==> config.mk <==
export PLATFORM = sky130hd
export DESIGN_NAME = csu_accum
export DESIGN_NICKNAME = d
export VERILOG_FILES = /design/src/rtl/csu_pkg.sv /design/src/rtl/csu_accum.sv
export SDC_FILE = /design/constraint.sdc
export NUM_CORES = 2
export LEC_CHECK = 0
export BUFFER_PORTS_ARGS = -buffer_cell sky130_fd_sc_hd__buf_2
export CAP_MARGIN = 0
export CORE_ASPECT_RATIO = 0.8
export CORE_MARGIN = 8
export CORE_UTILIZATION = 65
export DETAILED_ROUTE_END_ITERATION = 8
export PLACE_DENSITY = 0.91
export SLEW_MARGIN = 40
export SYNTH_ARGS = -nofsm -noshare
export SYNTH_HDL_FRONTEND = slang
export SYNTH_SLANG_ARGS = --single-unit
==> constraint.sdc <==
create_clock -name i_clk -period 9.2 [get_ports i_clk]
set_input_delay 1.84 -clock i_clk [delete_from_list [all_inputs] [get_ports i_clk]]
set_output_delay 1.84 -clock i_clk [all_outputs]
set_load 0.005 [all_outputs]
==> src/rtl/csu_pkg.sv <==
// ----------------------------------------------------------------------------
// Cosine similarity unit package
// Shared widths, constants and structures of the cosine similarity unit.
// ----------------------------------------------------------------------------
package csu_pkg;

    localparam int ACC_W  = 48;
    localparam int WIDE_W = 2 * ACC_W;
    localparam int MUL_W  = ACC_W / 2;
    localparam int THR_W  = 24;
    localparam int RES_W  = 16;
    localparam int QUO_W  = 2 * RES_W;
    localparam int ROOT_W = RES_W;
    localparam int CNT_W  = 5;

    localparam logic signed [ACC_W-1:0] ACC_MAX = {1'b0, {(ACC_W-1){1'b1}}};
    localparam logic signed [ACC_W-1:0] ACC_MIN = {1'b1, {(ACC_W-1){1'b0}}};

    localparam logic [RES_W-1:0] Q_ONE = {1'b1, {(RES_W-1){1'b0}}};
    localparam logic [RES_W-1:0] Q_MAX = {1'b0, {(RES_W-1){1'b1}}};

    localparam logic [CNT_W-1:0] MUL_LAST  = CNT_W'(8);
    localparam logic [CNT_W-1:0] DIV_LAST  = CNT_W'(QUO_W - 1);
    localparam logic [CNT_W-1:0] SQRT_LAST = CNT_W'(ROOT_W - 1);

    typedef struct packed {
        logic [ACC_W-1:0] dot;
        logic [ACC_W-1:0] norm_a;
        logic [ACC_W-1:0] norm_b;
    } t_sums;

    typedef struct packed {
        logic [RES_W-1:0] similarity;
        logic             degenerate;
    } t_result;

endpackage

==> src/rtl/csu_accum.sv <==
// ----------------------------------------------------------------------------
// Cosine similarity accumulator
// Two-stage multiply and saturating accumulate of the dot product and the
// two sums of squares, one element pair per cycle.
// ----------------------------------------------------------------------------
module csu_accum #(
    parameter int ELEM_WIDTH = 16
) (
    input  logic                         i_clk,
    input  logic                         i_rst_n,
    input  logic                         i_valid,
    input  logic signed [ELEM_WIDTH-1:0] i_elem_a,
    input  logic signed [ELEM_WIDTH-1:0] i_elem_b,
    input  logic                         i_last,
    output logic                         o_done,
    output csu_pkg::t_sums               o_sums
);

    localparam int PROD_W = 2 * ELEM_WIDTH;
    localparam int SUM_W  = ((PROD_W > csu_pkg::ACC_W) ? PROD_W : csu_pkg::ACC_W) + 1;

    logic                             r_p_valid;
    logic                             r_p_last;
    logic signed [PROD_W-1:0]         r_p_ab;
    logic signed [PROD_W-1:0]         r_p_aa;
    logic signed [PROD_W-1:0]         r_p_bb;
    logic signed [csu_pkg::ACC_W-1:0] r_dot;
    logic signed [csu_pkg::ACC_W-1:0] r_na;
    logic signed [csu_pkg::ACC_W-1:0] r_nb;
    logic signed [csu_pkg::ACC_W-1:0] n_dot;
    logic signed [csu_pkg::ACC_W-1:0] n_na;
    logic signed [csu_pkg::ACC_W-1:0] n_nb;

    function automatic logic signed [csu_pkg::ACC_W-1:0] sat_add(
        input logic signed [csu_pkg::ACC_W-1:0] acc,
        input logic signed [PROD_W-1:0]         prod
    );
        logic signed [SUM_W-1:0] s;
        s = SUM_W'(acc) + SUM_W'(prod);
        if (s > SUM_W'(csu_pkg::ACC_MAX)) begin
            return csu_pkg::ACC_MAX;
        end else if (s < SUM_W'(csu_pkg::ACC_MIN)) begin
            return csu_pkg::ACC_MIN;
        end
        return s[csu_pkg::ACC_W-1:0];
    endfunction

    always_ff @(posedge i_clk) begin
        r_p_ab <= i_elem_a * i_elem_b;
        r_p_aa <= i_elem_a * i_elem_a;
        r_p_bb <= i_elem_b * i_elem_b;
    end

    assign n_dot = sat_add(r_dot, r_p_ab);
    assign n_na  = sat_add(r_na, r_p_aa);
    assign n_nb  = sat_add(r_nb, r_p_bb);

    always_ff @(posedge i_clk) begin
        if (!i_rst_n) begin
            r_p_valid <= 1'b0;
            r_p_last  <= 1'b0;
            r_dot     <= '0;
            r_na      <= '0;
            r_nb      <= '0;
        end else begin
            r_p_valid <= i_valid;
            r_p_last  <= i_last;
            if (r_p_valid) begin
                if (r_p_last) begin
                    r_dot <= '0;
                    r_na  <= '0;
                    r_nb  <= '0;
                end else begin
                    r_dot <= n_dot;
                    r_na  <= n_na;
                    r_nb  <= n_nb;
                end
            end
        end
    end

    assign o_done        = r_p_valid && r_p_last;
    assign o_sums.dot    = n_dot;
    assign o_sums.norm_a = n_na;
    assign o_sums.norm_b = n_nb;

endmodule

# Word-level counts from Yosys, hierarchy flattened
# Cells that the tools add are included.
[classes]
n_mux = 18
eq_ne = 0
n_div = 0
n_shift = 0
bitwise_logic = 0
order_cmp = 6
mul = 3
add_sub_neg = 3
n_reduce_logical = 1
[op_table]
columns = ["cell", "n"]
rows = [
  ["$mux 48", 12],
  ["$add 48x32->49", 3],
  ["$gt 49x48->1 const B", 3],
  ["$lt 49x48->1 const B", 3],
  ["$mul 16x16->32", 3],
  ["$mux 1", 6],
  ["$logic_and 1x1->1", 1],
]
[totals]
reg_bits = 242
mem_count = 0
inputBits = 36
latch_bits = 0
elab_cells = 39
ramBits = 0
output_inout_bits = 145
mem_bits_ro = 0

# Longest topological paths before layout
[logic_depth]
word_depth = 6
depth_mapped = 27
ltp_nobuf = 25

# Worst setup path after synthesis
# OpenSTA, ideal clock, no wires.
[synth_timing]
path_kind = "in2reg"
from = "input port i_elem_a[15]"
to = "register r_p_aa[30]"
required_ns = 9.128
setup_ns = 0.072
setup_slack_ns = 0.971
cell_stages = 19
path_buffers = 2
arrival_time_ns = 8.157
cell_sequence = "clkbuf_1 clkbuf_1 and2_1 fa_1 fa_1 fa_1 fa_1 fa_1 fa_1 ha_1 and3_1 a221o_1 a21oi_1 or3b_2 o21ai_1 nor3_1 or3_1 a21oi_1 xnor2_1"
[synth_via]
elab_chain_cells = 1
[synth_rtl]
columns = ["element", "line_no", "source"]
rows = [
  ["start, declared", "csu_accum.sv:12", "input logic signed [ELEM_WIDTH-1:0] i_elem_a,"],
  ["$mul 16x16->32", "csu_accum.sv:50", "r_p_aa <= i_elem_a * i_elem_a;"],
  ["end signal, assigned", "csu_accum.sv:50", ""],
  ["end, declared", "csu_accum.sv:25", "logic signed [PROD_W-1:0] r_p_aa;"],
]
# No other way between the ends.
# A chain may end at the register's enable or synchronous reset.

# Worst setup path after layout
[layout_timing]
from = "input port i_elem_b[6]"
to = "register r_p_bb[31]"
[layout_via]
elab_chain_cells = 1
[layout_rtl]
columns = ["element", "line_no", "source"]
rows = [
  ["start, declared", "csu_accum.sv:13", "input logic signed [ELEM_WIDTH-1:0] i_elem_b,"],
  ["$mul 16x16->32", "csu_accum.sv:51", "r_p_bb <= i_elem_b * i_elem_b;"],
  ["end signal, assigned", "csu_accum.sv:51", ""],
  ["end, declared", "csu_accum.sv:26", "logic signed [PROD_W-1:0] r_p_bb;"],
]
# No other way between the ends.

==> flow_summary_export.csv <==
group,metric,value,unit
routing,dr.pass1.iters,8,
setup_path,required,9.69,ns
final_layout,utilization,69.15,%
placement,hpwl,89860,µm
routing,drt_wl_total,113000,µm
die,die_height,248.1,µm
setup_path,path_max_fanout,34,
synthesis,ys_seq_area_share,10.98,%
die,fp-row-count,85,
clock_network,ctsHoldBuffers,0,
setup_path,cp-start-kind,"primary input",
sta,fmax,122.4,MHz
hold_path,hp-class,"reg -> reg",
synthesis,synth_seq_cells,240,
clock_network,cts_made_buffers,28,
final_layout,nets,6376,
sta,setup_tns,0,ns
setup_path,cpLargestDelayFamily,"adder cells",
synthesis,synth_flop_cell,"dfxtp_1",
final_layout,area_growth,5.873,%
clock_network,cts-root-buf,"clkbuf_16",
sta,drv_slew,0,
synthesis,syn_nets,6335,
clock_network,clk_latency,0.58,ns
die,pin_count,181,
clock_network,clkSinkCount,240,
clock_network,htree_levels,1,
sta,finClkSkew,0.01973,ns
global_routing,grtUsageTotal,29.95,%
setup_path,arrival,8.66,ns
placement,numPortBuffers,180,
routing,viasPerCell,5.992,
clock_network,cts.repair.resized,0,
sta,tightest_slew,0.8989,ns
routing,route.detailed.drc,0,
final_layout,final_common_cell,"inv_1",
final_layout,layout_common_cells,"inv_1, fa_1, nand2_1",
synthesis,syn_area_per_cell,8.486,µm²
routing,wl_per_cell,18.54,µm
die,coreArea,67000,µm²
setup_path,end_kind,"flop",
global_routing,grt_max_degree,59,
routing,drt_iter0_drc,3501,
clock_network,ctsLongestPathBuffers,3,
synthesis,ys_types,99,
setup_path,slowest_delay,0.65,ns
setup_path,crit_buf_inv,4,
placement,place.gp.congestion,0.9627,
sta,period_share,88.82,%
final_layout,drive_above_1_share,6.381,%
sta,finalCriticalPeriod,8.172,ns
run_status,outcome,"finished, final reports clean",
synthesis,synth-edff-count,0,
placement,dpl_worst_slack,0.6231,ns
sta,max-slew-margin-rel,39.99,%
setup_path,rrSetupSlack,4.43,ns
setup_path,slowest_stage,"fa_1",
setup_path,critical_path.most_common_cell,"fa_1",
global_routing,grt-ovfl-total,0,
synthesis,yosys_warnings,0,
clock_network,path_clk_slew,0.06,ns
synthesis,synth_area,43760,µm²
global_routing,antenna_found_initial,7,
sta,fin_ws,1.028,ns
clock_network,postCtsSetupBuffers,0,
sta,setup_viol,0,
setup_path,critPathKind,"in -> reg",
die,initial_utilization,65.31,%
routing,dr_total_vias,36510,
sta,rsz0062_at_grt,"false",
sta,hold_viol_final,0,
routing,ant_nets,0,
global_routing,grt_pass1_wl,188000,µm
run,cap_violations,0,
die,die_area,75940,µm²
setup_path,path_cells,"buf_2 -> nand2_1 -> fa_1 -> fa_1 -> fa_1 -> inv_1 -> fa_1 -> fa_1 -> inv_1 -> fa_1 -> inv_1 -> ha_1 -> and4_1 -> nor4b_1 -> o211ai_1 -> nand2_1 -> nand3_1 -> o2bb2ai_1 -> o2111ai_1 -> a21oi_1 -> xnor2_1",
global_routing,first_global_vias,38790,
synthesis,syn_inst,5157,
clock_network,tritoncts,"yes",
die,die_w,306.1,µm
synthesis,synthArstFlopShare,0,%
[cell type report]
cell class / count / area (µm²)
clock buffer: 38 / 809.5
inverter: 972 / 3649
timing repair buffer: 223 / 1242
fill: 4867 / 20670
antenna: 3 / 7.507
sequential: 240 / 4806
multi-input combinational: 3733 / 34500
tap: 870 / 1089
clock inverter: 13 / 232.7
[tightest hold or removal path: stages, from the launching register on]
cell	delay, ns
dfxtp_1	0.31
nand2_1	0.05
o21ai_1	0.05
[per-layer routing]
metal	global-route usage [%]	share of wire (%)	vias up
met5	0	0.039	-
met2	49.67	47	1843
met1	38.10	38	17770
li1	-	-	16400
met4	14.53	5.3	8
met3	5.333	9.6	488
[final timing paths]
| kind | endpoint | cells past startpoint | from |
|---|---|---|---|
| worst max-delay path | r_p_bb[31]$_DFF_P_ | 21 | i_elem_b[6] |
| worst min register to register | r_na[24]$_SDFFE_PN0P_ | 2 | r_na[24]$_SDFFE_PN0P_ |
| worst max register to register | r_nb[46]$_SDFFE_PN0P_ | 13 | r_p_bb[31]$_DFF_P_ |
| worst min-delay path | r_na[24]$_SDFFE_PN0P_ | 2 | r_na[24]$_SDFFE_PN0P_ |
[cells in the mapped netlist (all sizes together), types with 6 or more instances]
| master | count | share of area, % |
|---|---|---|
| and3 | 26 | 0.37 |
| a221oi | 9 | 0.22 |
| nor2 | 377 | 3.3 |
| a22o | 11 | 0.22 |
| o21a | 20 | 0.34 |
| a21o | 111 | 1.9 |
| nor3 | 35 | 0.41 |
| o211ai | 26 | 0.46 |
| nand2b | 29 | 0.43 |
| nor2b | 50 | 0.71 |
| nor4 | 7 | 0.10 |
| a31o | 17 | 0.34 |
| clkbuf | 175 | 1.5 |
| a31oi | 30 | 0.44 |
| nand2 | 545 | 4.7 |
| a211oi | 21 | 0.38 |
| fa | 730 | 33 |
| a211o | 7 | 0.14 |
| o21bai | 35 | 0.60 |
| xor2 | 71 | 1.4 |
| a221o | 6 | 0.14 |
| and2 | 196 | 2.8 |
| or3 | 19 | 0.28 |
| dfxtp | 240 | 11 |
| a21oi | 253 | 2.9 |
| nand4 | 29 | 0.41 |
| o31ai | 10 | 0.17 |
| a311oi | 6 | 0.13 |
| clkinv | 8 | 0.069 |
| or2 | 12 | 0.18 |
| xnor2 | 177 | 3.5 |
| a21boi | 10 | 0.17 |
| ha | 412 | 12 |
| a2111oi | 8 | 0.18 |
| o2111ai | 6 | 0.12 |
| buf | 37 | 0.47 |
| o21ai | 287 | 3.3 |
| inv | 964 | 8.3 |
| nand3 | 45 | 0.51 |
| o31a | 6 | 0.14 |
| maj3 | 23 | 0.53 |
[state kept, by name (all words and copies together), names as in the netlist]
name	flops
r_dot	48
r_na	48
r_nb	48
r_p_ab	32
r_p_aa	31
r_p_bb	31
r_p_last	1
r_p_valid	1
[cells by family (layout without fill, tap and decap cells)]
group                      count (synthesis)  in the layout  synth area share [%]
AOI/OAI and AO/OA                        918            918                 13.17
xor gates and xnor gates                 248            248                 4.963
adders and majority gates               1165           1165                 45.70
buffers and inverters                   1184           1246                 10.32
DFF                                      240            240                 10.98
muxes                                      8              8                0.2487
other                                      0              3                     0
and+or+nand+nor                         1394           1394                 14.63
[through the flow]
step	cells	instance area, µm²	hold WS (ns)
detailed placement	6038	45270	0.4466
floorplan	5157	43760	0.4291
global route	6090	46330	0.4697
finish	6092	46330	0.4511
global placement	6035	45220	0.4388
CTS	6089	46320	0.4552
Power is left out: the tool's default activity adds up to more than one toggle a clock period on the data nets, which glitch-free logic cannot reach.
